[src/hw/rtl/hlc_pkg.sv]
`default_nettype none
// ----------------------------------------------------------------------------
// hlc_pkg
// Types, widths and helper functions shared by the homogeneous line clipper.
// ----------------------------------------------------------------------------
package hlc_pkg;

	// coordinate and internal widths
	localparam int CW         = 32;          // coordinate field width
	localparam int BW         = CW + 1;      // boundary value / difference width
	localparam int DW         = CW + 2;      // divider numerator / denominator width
	localparam int TB         = 32;          // fraction bits of t
	localparam int TW         = TB + 1;      // t width, 1.0 included
	localparam int DIV_BPS    = 2;           // quotient bits per divider stage
	localparam int DIV_STAGES = TB / DIV_BPS;
	localparam int PW         = BW + TB;     // product width
	localparam int RW         = BW + 2;      // interpolated result width before saturation
	localparam int NPLANE     = 6;
	localparam int NCOMP      = 4;

	localparam logic [TW-1:0] T_ONE  = {1'b1, {TB{1'b0}}};
	localparam logic [PW-1:0] T_HALF = PW'(1) << (TB - 1);

	typedef logic [NCOMP-1:0][CW-1:0] coord4_t;   // index 0..3 = x, y, z, w

	// input item
	typedef struct packed {
		logic signed [CW-1:0] start_x;
		logic signed [CW-1:0] start_y;
		logic signed [CW-1:0] start_z;
		logic signed [CW-1:0] start_w;
		logic signed [CW-1:0] end_x;
		logic signed [CW-1:0] end_y;
		logic signed [CW-1:0] end_z;
		logic signed [CW-1:0] end_w;
	} clip_in_t;

	// result item
	typedef struct packed {
		logic                 visible;
		logic signed [CW-1:0] clip_start_x;
		logic signed [CW-1:0] clip_start_y;
		logic signed [CW-1:0] clip_start_z;
		logic signed [CW-1:0] clip_start_w;
		logic signed [CW-1:0] clip_end_x;
		logic signed [CW-1:0] clip_end_y;
		logic signed [CW-1:0] clip_end_z;
		logic signed [CW-1:0] clip_end_w;
	} clip_out_t;

	// end points and outcodes that travel beside the divider
	typedef struct packed {
		coord4_t           pa;
		coord4_t           pb;
		logic [NPLANE-1:0] ca;
		logic [NPLANE-1:0] cb;
	} side_t;

	// one plane's divider lane
	typedef struct packed {
		logic          leave;
		logic          enter;
		logic          one;    // ratio saturates at 1.0
		logic [DW-1:0] rem;
		logic [DW-1:0] den;
		logic [TB-1:0] quo;
	} lane_t;

	// parameter selection result
	typedef struct packed {
		logic          visible;
		logic [TW-1:0] tin;
		logic [TW-1:0] tout;
	} sel_t;

	// one restoring division step
	function automatic lane_t div_step(input lane_t l);
		lane_t         n;
		logic [DW:0]   r2;
		n  = l;
		r2 = {l.rem, 1'b0};
		if (r2 >= {1'b0, l.den}) begin
			r2    = r2 - {1'b0, l.den};
			n.quo = {l.quo[TB-2:0], 1'b1};
		end else begin
			n.quo = {l.quo[TB-2:0], 1'b0};
		end
		n.rem = r2[DW-1:0];
		return n;
	endfunction

	// the steps of one divider stage
	function automatic lane_t div_stage(input lane_t l);
		lane_t n;
		n = l;
		for (int i = 0; i < DIV_BPS; i++) begin
			n = div_step(n);
		end
		return n;
	endfunction

	// clamp to the signed coordinate range
	function automatic logic [CW-1:0] sat(input logic signed [RW-1:0] v);
		logic signed [RW-1:0] hi;
		logic signed [RW-1:0] lo;
		hi = {{(RW-CW+1){1'b0}}, {(CW-1){1'b1}}};
		lo = ~hi;
		if (v > hi) begin
			return hi[CW-1:0];
		end else if (v < lo) begin
			return lo[CW-1:0];
		end
		return v[CW-1:0];
	endfunction

endpackage

`default_nettype wire

[src/hw/rtl/hlc_select.sv]
`default_nettype none
// ----------------------------------------------------------------------------
// hlc_select
// Entry/exit parameter reduction and visibility decision (two stages).
// ----------------------------------------------------------------------------
module hlc_select
	import hlc_pkg::*;
(
	input  wire logic  clk,
	input  wire logic  arst_n,
	input  wire logic  in_valid,
	input  wire side_t in_side,
	input  wire lane_t in_lanes [NPLANE],
	output logic       out_valid,
	output side_t      out_side,
	output sel_t       out_sel
);

	logic [TW-1:0] tin_d  [2];
	logic [TW-1:0] tout_d [2];

	logic          valid_s1;
	side_t         side_s1;
	logic [TW-1:0] tin_s1  [2];
	logic [TW-1:0] tout_s1 [2];

	logic          valid_s2;
	side_t         side_s2;
	sel_t          sel_s2;
	sel_t          sel_d;

	// per-half max of entering t, min of leaving t
	always_comb begin
		logic [TW-1:0] t;
		for (int g = 0; g < 2; g++) begin
			tin_d[g]  = '0;
			tout_d[g] = T_ONE;
			for (int j = 0; j < 3; j++) begin
				t = in_lanes[3*g+j].one ? T_ONE : {1'b0, in_lanes[3*g+j].quo};
				if (in_lanes[3*g+j].leave && (t < tout_d[g])) begin
					tout_d[g] = t;
				end
				if (in_lanes[3*g+j].enter && (t > tin_d[g])) begin
					tin_d[g] = t;
				end
			end
		end
	end

	// combine halves and decide
	always_comb begin
		sel_d.tin  = (tin_s1[0] > tin_s1[1]) ? tin_s1[0] : tin_s1[1];
		sel_d.tout = (tout_s1[0] < tout_s1[1]) ? tout_s1[0] : tout_s1[1];
		if ((side_s1.ca | side_s1.cb) == '0) begin
			sel_d.visible = 1'b1;
		end else begin
			sel_d.visible = ((side_s1.ca & side_s1.cb) == '0) && !(sel_d.tin > sel_d.tout);
		end
	end

	always_ff @(posedge clk or negedge arst_n) begin
		if (!arst_n) begin
			valid_s1 <= 1'b0;
			valid_s2 <= 1'b0;
		end else begin
			valid_s1 <= in_valid;
			valid_s2 <= valid_s1;
		end
	end

	always_ff @(posedge clk) begin
		side_s1 <= in_side;
		tin_s1  <= tin_d;
		tout_s1 <= tout_d;
		side_s2 <= side_s1;
		sel_s2  <= sel_d;
	end

	assign out_valid = valid_s2;
	assign out_side  = side_s2;
	assign out_sel   = sel_s2;

endmodule

`default_nettype wire

[config.mk]
export PLATFORM = sky130hd
export DESIGN_NAME = hlc_select
export DESIGN_NICKNAME = d
export VERILOG_FILES = /design/src/hw/rtl/hlc_pkg.sv /design/src/hw/rtl/hlc_select.sv
export SDC_FILE = /design/constraint.sdc
export NUM_CORES = 1
export LEC_CHECK = 0
export ABC_AREA = 0
export BUFFER_PORTS_ARGS = -buffer_cell sky130_fd_sc_hd__clkbuf_2
export CAP_MARGIN = 25
export CORE_AREA = 5 5 473 475
export DETAILED_ROUTE_END_ITERATION = 6
export DIE_AREA = 0 0 478 480
export PLACE_DENSITY = 0.37
export SLEW_MARGIN = 20
export SYNTH_ARGS = -nofsm -noshare
export SYNTH_HDL_FRONTEND = slang
export SYNTH_SLANG_ARGS = --single-unit
[constraint.sdc]
create_clock -name clk -period 4.9 [get_ports clk]
set_input_delay 0.735 -clock clk [delete_from_list [all_inputs] [get_ports clk]]
set_output_delay 0.735 -clock clk [all_outputs]
set_load 0.02 [all_outputs]
=== After elaboration in Yosys (flattened, before gate mapping) ===
Cells that the tools add are included.
Widths: inputs -> output; s select.

* Output and inout port bits: 336
* Word-level logic and storage cells: 82
* Bits in registers: 737
* Input bits: 889

* Magnitude comparators: 15
* Multiplexer cells: 20
* Reductions and logical operators: 16
* Bitwise gates (word level): 2

{| class="wikitable"
|+ Operator list
! kind !! count
|-
| $mux 33 || 20
|-
| $gt 33x33->1 || 6
|-
| $lt 33x33->1 || 5
|-
| $gt 33x1->1 const B || 2
|-
| $lt 33x33->1 const B || 2
|-
| $logic_and 1x1->1 || 13
|-
| $logic_not 6->1 || 2
|-
| $and 6x6->6 || 1
|-
| $or 6x6->6 || 1
|-
| $logic_not 1->1 || 1
|}

=== Depth between registers and ports, before layout ===
* Word-level depth: 10
* Depth in mapped cells: 27
* Depth with buffers taken out: 23

=== Worst setup path after synthesis ===
Ideal clock, no wire load.

* Path kind: input port to flip-flop
* Start point: input in_lanes[539] (netlist name)
* End point: register tin_s1[35] (netlist name)
* Arrival time: 6.201 ns
* Path slack: -1.375 ns
* Path buffers: 3
* Library setup time: 0.074 ns
* Data required time: 4.826 ns
* Cell stages on the path: 25
* Cells stage by stage: nor4_1 nand4_1 nor3_1 nor3b_1 clkbuf_1 nand2_1 ha_1 nand4_1 or4_1 or2_1 o221ai_1 o21ai_1 a211oi_2 buf_4 mux2_2 ha_1 nand4_1 or2_2 nor2_1 o21ai_0 o21ai_0 o21ai_0 a31oi_1 clkbuf_1 mux2i_1

{| class="wikitable"
|+ RTL lines
! item !! RTL line !! RTL
|-
| from (decl) || hlc_select.sv:13 || <nowiki>input wire lane_t in_lanes [NPLANE],</nowiki>
|-
| to (signal assigned) || hlc_select.sv:73 || <nowiki>tin_s1 <= tin_d;</nowiki>
|-
| to (decl) || hlc_select.sv:24 || <nowiki>logic [TW-1:0] tin_s1 [2];</nowiki>
|}

==> impl_metrics.yaml <==
drt:
  topRoutingLayerUsed: "met5"
  wl_met2_um: 87400
  met3WireLength_um: 14000
  wirelength_met1_um: 65800
  route.detailed.drc: 0
  totalWireLength_um: 172000
  drtIter0Drc: 1041
  viasPerCell: 3.57
  vias: 25300
  dr.pass1.iters: 5
  antenna_left: 0
  wl_per_cell_um: 24.3
timing:
  fin_skew_ns: 0.0401
  period_minus_slack_ns: 6.39
  drv_slew: 0
  setup_violations: 126
  fmax_ghz: 0.156
  fin_crit_sh_pct: 130
  rsz0062_at_grt: "yes"
  finalHoldViolations: 0
  relSlewSlack_pct: 50.2
  tightestPinTransition_ns: 0.744
  setup_ws_ns: -1.49
power_and_ir_drop:
  p_sw_mw: 6.00
  p_leak_nw: 22.6
  vdd_drop_max_v: 0.000218
  p_comb_share_pct: 26.5
  p_sw_share_pct: 31.5
  cellPowerDensity_nw_per_um2: 396
  p_total_mw: 19.0
  internal_power_mw: 13.0
  seqPwrFrac_pct: 35.7
  clockPowerShare_pct: 37.9
logic_synthesis:
  synth_area_leaders: "dfxtp_1 (52%), ha_1 (16%), mux2i_1 (7.0%)"
  syn_nets: 3855
  syn-instance-count: 2608
  synth.distinct_cells: 60
  synth.most_common_cell: "dfxtp_1"
  yosys_warnings: 0
  postSynth.asyncResetShare_pct: 0.271
  synthTopCellsByCount: "dfxtp_1 (735), ha_1 (358), nand2_1 (258), inv_1 (208), mux2i_1 (198)"
  yosys.area.top_type_share_pct: 51.7
  yosysSeqAreaShare_pct: 51.9
  syn-cell-area_sq_um: 28400
  synth-main-ff-cell: "dfxtp_1"
  ys_ff_latch: 737
  synth_largest_area_cell: "dfxtp_1"
  synth_edf_count: 0
  avgSynthCellArea_sq_um: 10.9
global_routing:
  grt_pass1_vias: 26100
  antenna_found_initial: 84
  grt_pass1_wl_um: 221000
  grt_overflow: 0
  globalRouteTotalUtil_pct: 14.1
  grt_max_degree: 34
clocking:
  numCtsBuffers: 92
  cts_tree: "yes"
  clock_sinks: 737
  cts.path.max_buffers: 3
  cts-root-buf: "clkbuf_16"
  clock_latency_ns: 0.71
  htree_num_levels: 3
  clk_pin_slew_worst_paths_ns: 0.07
setup_path:
  cp.required_ns: 5.47
  crit_path_max_fanout: 8
  slowest_stage: "nor4_4"
  end_kind: "flip-flop"
  reg2reg_depth: 20
  cp_slowest_stage_delay_ns: 0.56
  crit_arrival_ns: 6.96
  crit_top_cell: "nand4_1"
  path_class: "input port to flip-flop"
  worst_setup_path_start_kind: "input port"
placement:
  place_inst: 6827
  io_buffers: 816
  dpl.hpwl_um: 147000
  dpl_worst_slack_ns: -2.34
  gp_routability_congestion: 0.853
floorplanning:
  fp.dieW_um: 478
  rows: 172
  chipHeight_um: 480
  start_util_pct: 13.0
  die_area_sq_um: 229000
  core_area_sq_um: 219000
  ioPinCount: 1225
run_status:
  violations: "negative setup slack"
  status: "finished with violations"
finish:
  area_growth_pct: 68.8
  drive_gt1_share_pct: 49.5
  layout.cells.non_filler: 7097
  fin_util_pct: 21.9
  nets: 5381
min_path:
  holdPathStages: 1
  hold_path.class: "input port to flip-flop"
job:
  cap_violations: 0
[placed cells by master (no fill, tap or decap), types with 11 or more instances in the layout]
master / instances
ha_1: 288
a21oi_2: 34
a22oi_2: 16
buf_4: 573
clkinv_2: 14
nor2_1: 61
buf_6: 46
ha_4: 69
nand2_2: 18
buf_12: 44
dfxtp_1: 735
clkbuf_16: 106
a211oi_2: 11
nand2_4: 18
nand4_1: 74
nand3_1: 25
clkbuf_2: 810
mux2i_2: 17
nand2_1: 222
o21ai_0: 34
clkbuf_1: 13
a22oi_1: 18
a21oi_1: 96
diode_2: 16
inv_1: 204
o21ai_1: 20
mux2_4: 18
nor2b_1: 51
clkbuf_8: 14
mux2i_1: 148
a21o_1: 59
mux2i_4: 33
mux2_2: 81
[worst paths after layout]
check | slack, ns | start | to
max in group asynchronous | 4.41 | arst_n | out_valid
worst min-delay path | 0.12 | in_side[236] | side_s1[236]
worst max register to register | 0.34 | tin_s1[59] | out_sel[66]
worst min register to register | 0.31 | side_s1[178] | out_side[178]
min in group asynchronous | 0.39 | arst_n | valid_s1
worst max-delay path | -1.49 | in_lanes[540] | tin_s1[33]
[state kept, by name, indices dropped and copies added, names as in the netlist]
register	flops
tin_s1	66
out_side	268
out_valid	1
out_sel	67
tout_s1	66
side_s1	268
valid_s1	1
[through the flow]
step	setup TNS, ns	hold WS [ns]	area (sq um)
floorplan	-42.17	0.310	29000
global placement	-288.30	0.310	41100
detailed placement	-254.87	0.312	41100
CTS	-112.59	0.0393	44700
global route	-123.76	0.0535	48000
finish	-102.66	0.120	48000
[kinds of logic (layout without fill, tap and decap cells)]
family	Yosys count	in the layout	synth area share [%]
compound gates	372	372	8.24
fa+ha+maj	358	358	15.7
mux	297	297	10.9
simple gates	567	569	9.45
buf+inv	277	1877	3.78
other cells	0	16	0
flops	737	737	51.9
[what timing repair did]
item                                   4_1_cts  5_1_grt
buffers inserted                             6       83
endpoints found under the hold margin        2        0
pin swaps                                   10      107
hold buffers                                 1        0
resized for setup                           46      444
gates cloned                                 4       16
setup endpoints to repair                  133      133
[routing by layer]
metal | vias to the layer above | GRT usage, %
li1 | 12200 | -
met1 | 11900 | 15.0
met2 | 827 | 26.0
met3 | 252 | 5.42
met4 | 66 | 3.57
met5 | - | 0
[worst max-delay path, delay by kind of cell]
kind / cells / cell delay, ns
and+or+nand+nor: 11 / 3.24
AOI/OAI and AO/OA: 5 / 1.00
buffers and inverters: 5 / 0.91
adders and majority gates: 2 / 0.41
muxes: 2 / 0.64
[power groups by stage]
stage / sequential, mW / clock [mW] / combinational, mW
CTS: 6.82 / 7.52 / 4.54
detailed placement: 6.94 / 0 / 4.43
finish: 6.79 / 7.20 / 5.04
floorplan: 7.11 / 0 / 1.83
global route: 6.84 / 7.74 / 5.47
global placement: 6.94 / 0 / 4.43
[area by class of cell]
class	count	area, sq um
Inverter	208	783
Antenna cell	16	40.0
Clock buffer	120	2570
Multi-Input combinational cell	1596	15300
Sequential cell	737	14800
Fill cell	23800	171000
Timing Repair Buffer	1499	10300
Clock inverter	50	694
Tap cell	2871	3590
Note: power is estimated with default switching activity, not from simulation.
