[config.mk]
export PLATFORM = sky130hd
export DESIGN_NAME = hlc_setup
export DESIGN_NICKNAME = d
export VERILOG_FILES = /design/src/hw/rtl/hlc_pkg.sv /design/src/hw/rtl/hlc_setup.sv
export SDC_FILE = /design/constraint.sdc
export NUM_CORES = 2
export LEC_CHECK = 0
export BUFFER_PORTS_ARGS = -buffer_cell sky130_fd_sc_hd__buf_2
export CORE_AREA = 3 3 440 442
export DETAILED_ROUTE_END_ITERATION = 8
export DIE_AREA = 0 0 443 445
export GPL_ROUTABILITY_DRIVEN = 0
export PLACE_DENSITY = 0.6
export SETUP_SLACK_MARGIN = 0.05
export SLEW_MARGIN = 25
export SYNTH_ARGS = -nofsm -noshare
export SYNTH_HDL_FRONTEND = slang
export SYNTH_SLANG_ARGS = --single-unit
[constraint.sdc]
create_clock -name clk -period 12.5 [get_ports clk]
set_input_delay 1.25 -clock clk [delete_from_list [all_inputs] [get_ports clk]]
set_output_delay 1.25 -clock clk [all_outputs]
set_load 0.01 [all_outputs]
[src/hw/rtl/hlc_pkg.sv]
`default_nettype none
// ----------------------------------------------------------------------------
// hlc_pkg
// Types, widths and helper functions shared by the homogeneous line clipper.
// ----------------------------------------------------------------------------
package hlc_pkg;

	// coordinate and internal widths
	localparam int CW         = 32;          // coordinate field width
	localparam int BW         = CW + 1;      // boundary value / difference width
	localparam int DW         = CW + 2;      // divider numerator / denominator width
	localparam int TB         = 32;          // fraction bits of t
	localparam int TW         = TB + 1;      // t width, 1.0 included
	localparam int DIV_BPS    = 2;           // quotient bits per divider stage
	localparam int DIV_STAGES = TB / DIV_BPS;
	localparam int PW         = BW + TB;     // product width
	localparam int RW         = BW + 2;      // interpolated result width before saturation
	localparam int NPLANE     = 6;
	localparam int NCOMP      = 4;

	localparam logic [TW-1:0] T_ONE  = {1'b1, {TB{1'b0}}};
	localparam logic [PW-1:0] T_HALF = PW'(1) << (TB - 1);

	typedef logic [NCOMP-1:0][CW-1:0] coord4_t;   // index 0..3 = x, y, z, w

	// input item
	typedef struct packed {
		logic signed [CW-1:0] start_x;
		logic signed [CW-1:0] start_y;
		logic signed [CW-1:0] start_z;
		logic signed [CW-1:0] start_w;
		logic signed [CW-1:0] end_x;
		logic signed [CW-1:0] end_y;
		logic signed [CW-1:0] end_z;
		logic signed [CW-1:0] end_w;
	} clip_in_t;

	// result item
	typedef struct packed {
		logic                 visible;
		logic signed [CW-1:0] clip_start_x;
		logic signed [CW-1:0] clip_start_y;
		logic signed [CW-1:0] clip_start_z;
		logic signed [CW-1:0] clip_start_w;
		logic signed [CW-1:0] clip_end_x;
		logic signed [CW-1:0] clip_end_y;
		logic signed [CW-1:0] clip_end_z;
		logic signed [CW-1:0] clip_end_w;
	} clip_out_t;

	// end points and outcodes that travel beside the divider
	typedef struct packed {
		coord4_t           pa;
		coord4_t           pb;
		logic [NPLANE-1:0] ca;
		logic [NPLANE-1:0] cb;
	} side_t;

	// one plane's divider lane
	typedef struct packed {
		logic          leave;
		logic          enter;
		logic          one;    // ratio saturates at 1.0
		logic [DW-1:0] rem;
		logic [DW-1:0] den;
		logic [TB-1:0] quo;
	} lane_t;

	// parameter selection result
	typedef struct packed {
		logic          visible;
		logic [TW-1:0] tin;
		logic [TW-1:0] tout;
	} sel_t;

	// one restoring division step
	function automatic lane_t div_step(input lane_t l);
		lane_t         n;
		logic [DW:0]   r2;
		n  = l;
		r2 = {l.rem, 1'b0};
		if (r2 >= {1'b0, l.den}) begin
			r2    = r2 - {1'b0, l.den};
			n.quo = {l.quo[TB-2:0], 1'b1};
		end else begin
			n.quo = {l.quo[TB-2:0], 1'b0};
		end
		n.rem = r2[DW-1:0];
		return n;
	endfunction

	// the steps of one divider stage
	function automatic lane_t div_stage(input lane_t l);
		lane_t n;
		n = l;
		for (int i = 0; i < DIV_BPS; i++) begin
			n = div_step(n);
		end
		return n;
	endfunction

	// clamp to the signed coordinate range
	function automatic logic [CW-1:0] sat(input logic signed [RW-1:0] v);
		logic signed [RW-1:0] hi;
		logic signed [RW-1:0] lo;
		hi = {{(RW-CW+1){1'b0}}, {(CW-1){1'b1}}};
		lo = ~hi;
		if (v > hi) begin
			return hi[CW-1:0];
		end else if (v < lo) begin
			return lo[CW-1:0];
		end
		return v[CW-1:0];
	endfunction

endpackage

`default_nettype wire

[src/hw/rtl/hlc_setup.sv]
`default_nettype none
// ----------------------------------------------------------------------------
// hlc_setup
// Boundary values, outcodes and divider operands (two stages).
// ----------------------------------------------------------------------------
module hlc_setup
	import hlc_pkg::*;
(
	input  wire logic     clk,
	input  wire logic     arst_n,
	input  wire logic     in_valid,
	input  wire clip_in_t in_item,
	output logic          out_valid,
	output side_t         out_side,
	output lane_t         out_lanes [NPLANE]
);

	coord4_t pa_c, pb_c;
	logic signed [BW-1:0] ba [NPLANE];
	logic signed [BW-1:0] bb [NPLANE];

	logic                 valid_s1;
	coord4_t              pa_s1, pb_s1;
	logic signed [BW-1:0] ba_s1 [NPLANE];
	logic signed [BW-1:0] bb_s1 [NPLANE];

	logic                 valid_s2;
	side_t                side_s2;
	lane_t                lane_s2 [NPLANE];

	side_t                side_d;
	lane_t                lane_d [NPLANE];

	assign pa_c = {in_item.start_w, in_item.start_z, in_item.start_y, in_item.start_x};
	assign pb_c = {in_item.end_w, in_item.end_z, in_item.end_y, in_item.end_x};

	// w+x, w-x, w+y, w-y, w+z, w-z
	always_comb begin
		for (int i = 0; i < 3; i++) begin
			ba[2*i]   = $signed({pa_c[3][CW-1], pa_c[3]}) + $signed({pa_c[i][CW-1], pa_c[i]});
			ba[2*i+1] = $signed({pa_c[3][CW-1], pa_c[3]}) - $signed({pa_c[i][CW-1], pa_c[i]});
			bb[2*i]   = $signed({pb_c[3][CW-1], pb_c[3]}) + $signed({pb_c[i][CW-1], pb_c[i]});
			bb[2*i+1] = $signed({pb_c[3][CW-1], pb_c[3]}) - $signed({pb_c[i][CW-1], pb_c[i]});
		end
	end

	// outcodes and crossing operands
	always_comb begin
		logic signed [DW-1:0] ae, be, num, den;
		side_d.pa = pa_s1;
		side_d.pb = pb_s1;
		for (int k = 0; k < NPLANE; k++) begin
			ae = {ba_s1[k][BW-1], ba_s1[k]};
			be = {bb_s1[k][BW-1], bb_s1[k]};
			side_d.ca[k] = ba_s1[k][BW-1] || (ba_s1[k] == '0);
			side_d.cb[k] = bb_s1[k][BW-1] || (bb_s1[k] == '0);
			lane_d[k].leave = bb_s1[k][BW-1];
			lane_d[k].enter = !bb_s1[k][BW-1] && ba_s1[k][BW-1];
			num = bb_s1[k][BW-1] ? ae : -ae;
			den = bb_s1[k][BW-1] ? (ae - be) : (be - ae);
			lane_d[k].rem = num;
			lane_d[k].den = den;
			lane_d[k].one = num >= den;
			lane_d[k].quo = '0;
		end
	end

	always_ff @(posedge clk or negedge arst_n) begin
		if (!arst_n) begin
			valid_s1 <= 1'b0;
			valid_s2 <= 1'b0;
		end else begin
			valid_s1 <= in_valid;
			valid_s2 <= valid_s1;
		end
	end

	always_ff @(posedge clk) begin
		pa_s1   <= pa_c;
		pb_s1   <= pb_c;
		ba_s1   <= ba;
		bb_s1   <= bb;
		side_s2 <= side_d;
		lane_s2 <= lane_d;
	end

	assign out_valid = valid_s2;
	assign out_side  = side_s2;
	assign out_lanes = lane_s2;

endmodule

`default_nettype wire

=== Yosys cells after proc, flatten, opt, wreduce, memory -nomap -nowiden ===
Index checks and enable logic that the tools add are counted.

* Add/subtract/negate cells: 30
* $lt $le $gt $ge: 6
* Multiplexer cells: 12
* Reductions and logical operators: 36

{| class="wikitable"
|+ Operators with widths
! operator !! count
|-
| $mux W34 || 12
|-
| $sub A33 B33 Y34 || 12
|-
| $logic_not A33 Y1 || 12
|-
| $ge A34 B34 Y1 || 6
|-
| $neg A33 Y34 || 6
|-
| $add A32 B32 Y33 || 6
|-
| $sub A32 B32 Y33 || 6
|-
| $logic_or A1 B1 Y1 || 12
|-
| $logic_and A1 B1 Y1 || 6
|-
| $logic_not A1 Y1 || 6
|}

* Register bits after elaboration: 1348
* Bits of input ports: 259
* Output and inout port bits: 887
* Logic and storage cells: 146

=== Depth between registers and ports, before layout ===
* Word-level depth: 3
* Depth in mapped cells: 25
* Depth with buffers taken out: 25

=== Worst setup path after synthesis ===
OpenSTA, ideal clock, no wires.

* Path type: flip-flop to flip-flop
* From: register, netlist name ba_s1[66]
* To: register lane_s2, in the netlist out_lanes[409]
* Setup time: 124 ps
* Arrival: 4339 ps
* Data required time: 12376 ps
* Setup slack: 8037 ps
* Cell stages (with the launch flop): 24
* Path buffers: 0
* Clock period less this slack: 4463 ps
* Path through: dfxtp_1 -> inv_1 -> ha_1 -> inv_1 -> fa_1 -> a21o_1 -> a221o_1 -> a21o_1 -> a21oi_1 -> nand2_1 -> o21a_1 -> o2bb2ai_1 -> a21o_1 -> a31oi_1 -> xor2_1 -> ha_1 -> nand4_1 -> nor3_1 -> nand4_1 -> nand2b_1 -> o221ai_1 -> a221o_1 -> mux2i_1 -> o21ai_0

{| class="wikitable"
|+ RTL lines
! element !! RTL line !! RTL
|-
| end signal: assignment || hlc_setup.sv:84 || <nowiki>lane_s2 <= lane_d;</nowiki>
|-
| end: declaration || hlc_setup.sv:29 || <nowiki>lane_t lane_s2 [NPLANE];</nowiki>
|}

==> flow_metrics.py <==
metrics = {
    "run_status": {
        "status": "finished, final reports clean",
    },
    "timing": {
        "min_period_over_period_pct": 44.99,
        "min_period_ns": 5.624,
        "fin_skew_ns": 0.06704,
        "rsz0062_at_grt": "false",
        "relSlewSlack_pct": 35.33,
        "hold_slack_ns": 0.2264,
        "worst_pin_slew_ns": 0.9566,
        "hold_viol": 0,
        "clock.fmax_mhz": 177.8,
        "finalSetupViolCount": 0,
        "setup_tns_ns": 0,
        "drv_slew": 0,
    },
    "clock_tree": {
        "post_cts_buffers": 0,
        "cts_resized": 0,
        "cts.path.max_buffers": 3,
        "cts_root_buffer": "clkbuf_16",
        "numCtsBuffers": 146,
        "cts.hold.buffers_added": 0,
        "clk_latency_ns": 0.86,
        "cts_tree": "built",
        "clkTransAtPathRegs_ns": 0.06,
        "clkSinkCount": 1339,
        "htree_levels": 4,
    },
    "global_route": {
        "antenna_found_initial": 73,
        "grt-ovfl-total": 0,
        "grt.total_usage_pct": 30.14,
        "grt_pass1_wl_um": 443600,
        "grt_pass1_vias": 67020,
        "grt_max_degree": 72,
    },
    "routing": {
        "vias": 69780,
        "drt-vias-per-instance": 5.551,
        "wl_per_cell_um": 24.82,
        "routed_wl_um": 312000,
        "ant_nets": 0,
        "drc": 0,
        "drtIter0Drc": 7464,
        "drtPass1Iterations": 8,
    },
    "placed_design": {
        "numPortBuffers": 953,
        "hpwl_um": 256200,
    },
    "critical_path": {
        "critPathLaunchType": "flop",
        "critPathKind": "flop to flop",
        "critPathRequiredTime_ns": 13.20,
        "end_kind": "flop",
        "crit_path_cell_trace": "inv_1 -> ha_1 -> inv_1 -> fa_1 -> a21o_1 -> a221o_1 -> a21o_1 -> a21oi_1 -> nand2_1 -> o21a_1 -> o2bb2ai_1 -> a21o_1 -> a31oi_1 -> xor2_1 -> ha_1 -> nand4_1 -> nor3_1 -> nand4_1 -> nand2b_1 -> o221ai_1 -> a221o_1 -> mux2i_1 -> o21ai_0",
        "crit_family": "compound AO/OA/AOI/OAI gates",
        "arrival_ns": 6.32,
        "cp_slowest_stage_delay_ns": 0.43,
        "cp_slowest_cell": "dfxtp_1",
        "r2r_cells": 23,
        "crit_fanout": 7,
        "cp_num_buf_inv": 2,
        "path_common_cell": "a21o_1",
        "worst-path-stages": 23,
    },
    "logic_synthesis": {
        "ys_warn_count": 0,
        "synth_edf_count": 0,
        "ys_types": 109,
        "syn_avg_cell_area_um2": 8.641,
        "syn_inst": 9107,
        "ys_seq_elements": 1339,
        "synth-async-reset-ratio_pct": 0.1494,
        "synth_flop_cell": "dfxtp_1",
        "syn-cell-area_um2": 78690,
        "ys_seq_area_share_pct": 34.08,
    },
    "final_layout": {
        "final_common_cell": "dfxtp_1",
        "area_growth_pct": 14.37,
        "final_cell_mix": "dfxtp_1 (1,331), inv_1 (1,028), ha_1 (989)",
        "nNetsFinal": 11170,
        "drive_gt1_share_pct": 13.28,
    },
    "power_and_ir_drop": {
        "p_leak_nw": 43.06,
        "ir_worst_vdd_mv": 0.1576,
        "finalPower_mw": 20.59,
        "powerDensity_nw_per_um2": 228.8,
    },
    "floorplanning": {
        "die-area_um2": 197100,
        "die_h_um": 445,
        "die_w_um": 443,
        "initial_core_util_pct": 41.42,
        "num_rows": 160,
        "io_pins": 1146,
        "core-area_um2": 190000,
    },
    "run": {
        "drv_cap": 0,
    },
    "hold_path": {
        "hp-class": "primary input to asynchronous set/reset pin",
    },
}
==> cells in the mapped netlist, types with 108 or more instances <==
master    number  area share (%)
a21o_1       333             3.2
a21oi_1      933             5.9
a31oi_1      113            0.90
buf_4        197             1.9
clkbuf_1     252             1.2
dfxtp_1     1337              34
ha_1         989              16
inv_1       1028             4.9
nand2_1      356             1.7
nand4_1      152             1.2
nor2_1       595             2.8
nor3_1       154            0.98
nor4_1       108            0.86
o21ai_0      379             2.4
o21bai_1     211             2.0
xnor2_1      614             6.8
xor2_1       134             1.5
==> worst register-to-register path, delay by kind of cell, from the launching register on <==
family | cells | cell delay [ns]
adder cells (fa/ha/maj) | 3 | 0.95
XOR/XNOR | 1 | 0.14
buffers and inverters | 2 | 0.29
flip-flops | 1 | 0.43
multiplexers | 1 | 0.19
AO/OA/AOI/OAI | 11 | 2.56
AND/OR/NAND/NOR | 5 | 0.92
==> sequential cells by signal, summed over array words and instances, names as in the netlist <==
register and flops:
ba_s1 195, bb_s1 195, out_lanes 423, out_side 268, out_valid 1, pa_s1 128, pb_s1 128, valid_s1 1
==> through the flow <==
stage               instance area, µm²  setup WS (ns)  utilization [%]  cells
floorplan                        79410          8.037                -   9298
global placement                 84670          7.148            44.57  12260
detailed placement               84670          7.061            44.57  12260
CTS                              89910          6.970            47.32  12530
global route                     89970          6.493            47.36  12560
finish                           90000          6.876            47.37  12570
==> worst paths after layout <==
kind	start	to	slack [ns]
max	ba_s1[66]	out_lanes[409]	6.88
min	arst_n	out_valid	0.23
max reg2reg	ba_s1[66]	out_lanes[409]	6.88
min reg2reg	pa_s1[61]	out_side[201]	0.31
max in group asynchronous	arst_n	valid_s1	12.18
min in group clk	pa_s1[61]	out_side[201]	0.31
==> cell families (layout without fill, tap and decap cells) <==
logic type | count (synthesis) | after routing | synth area share (%)
other | 1 | 230 | 0.004765
XOR/XNOR | 748 | 748 | 8.325
AND/OR/NAND/NOR | 1823 | 1823 | 11.25
AO/OA/AOI/OAI | 2560 | 2560 | 20.63
multiplexers | 65 | 65 | 0.8570
flip-flops | 1339 | 1339 | 34.08
adder cells (fa/ha/maj) | 1013 | 1013 | 16.34
buffers and inverters | 1558 | 2281 | 8.522
==> cell type report <==
cell class	instances	area, µm²
fillers	18340	99980
multi-input cells	6401	45890
flip-flops and latches	1339	26820
repair buffers	970	4897
clock buffers	187	4080
inverters	1041	3915
well taps	2511	3142
clock inverters	83	1160
diodes	38	95.09
==> per-layer routing <==
layer  vias to the layer above  wire length (µm)  track usage (%)
li1                      32630                 -                -
met1                     32840            121100            36.06
met2                      3445            137700            47.72
met3                       849             25850            6.087
met4                        18             27250            22.81
met5                         -               130                0
==> report_power, final <==
part / total (mW) / internal [mW] / switching, mW
Combinational: 9.98 / 3.70 / 6.27
Sequential: 5.96 / 5.28 / 0.675
Clock: 4.66 / 2.68 / 1.98
Total: 20.6 / 11.7 / 8.92
(Power assumes the default switching activity.)
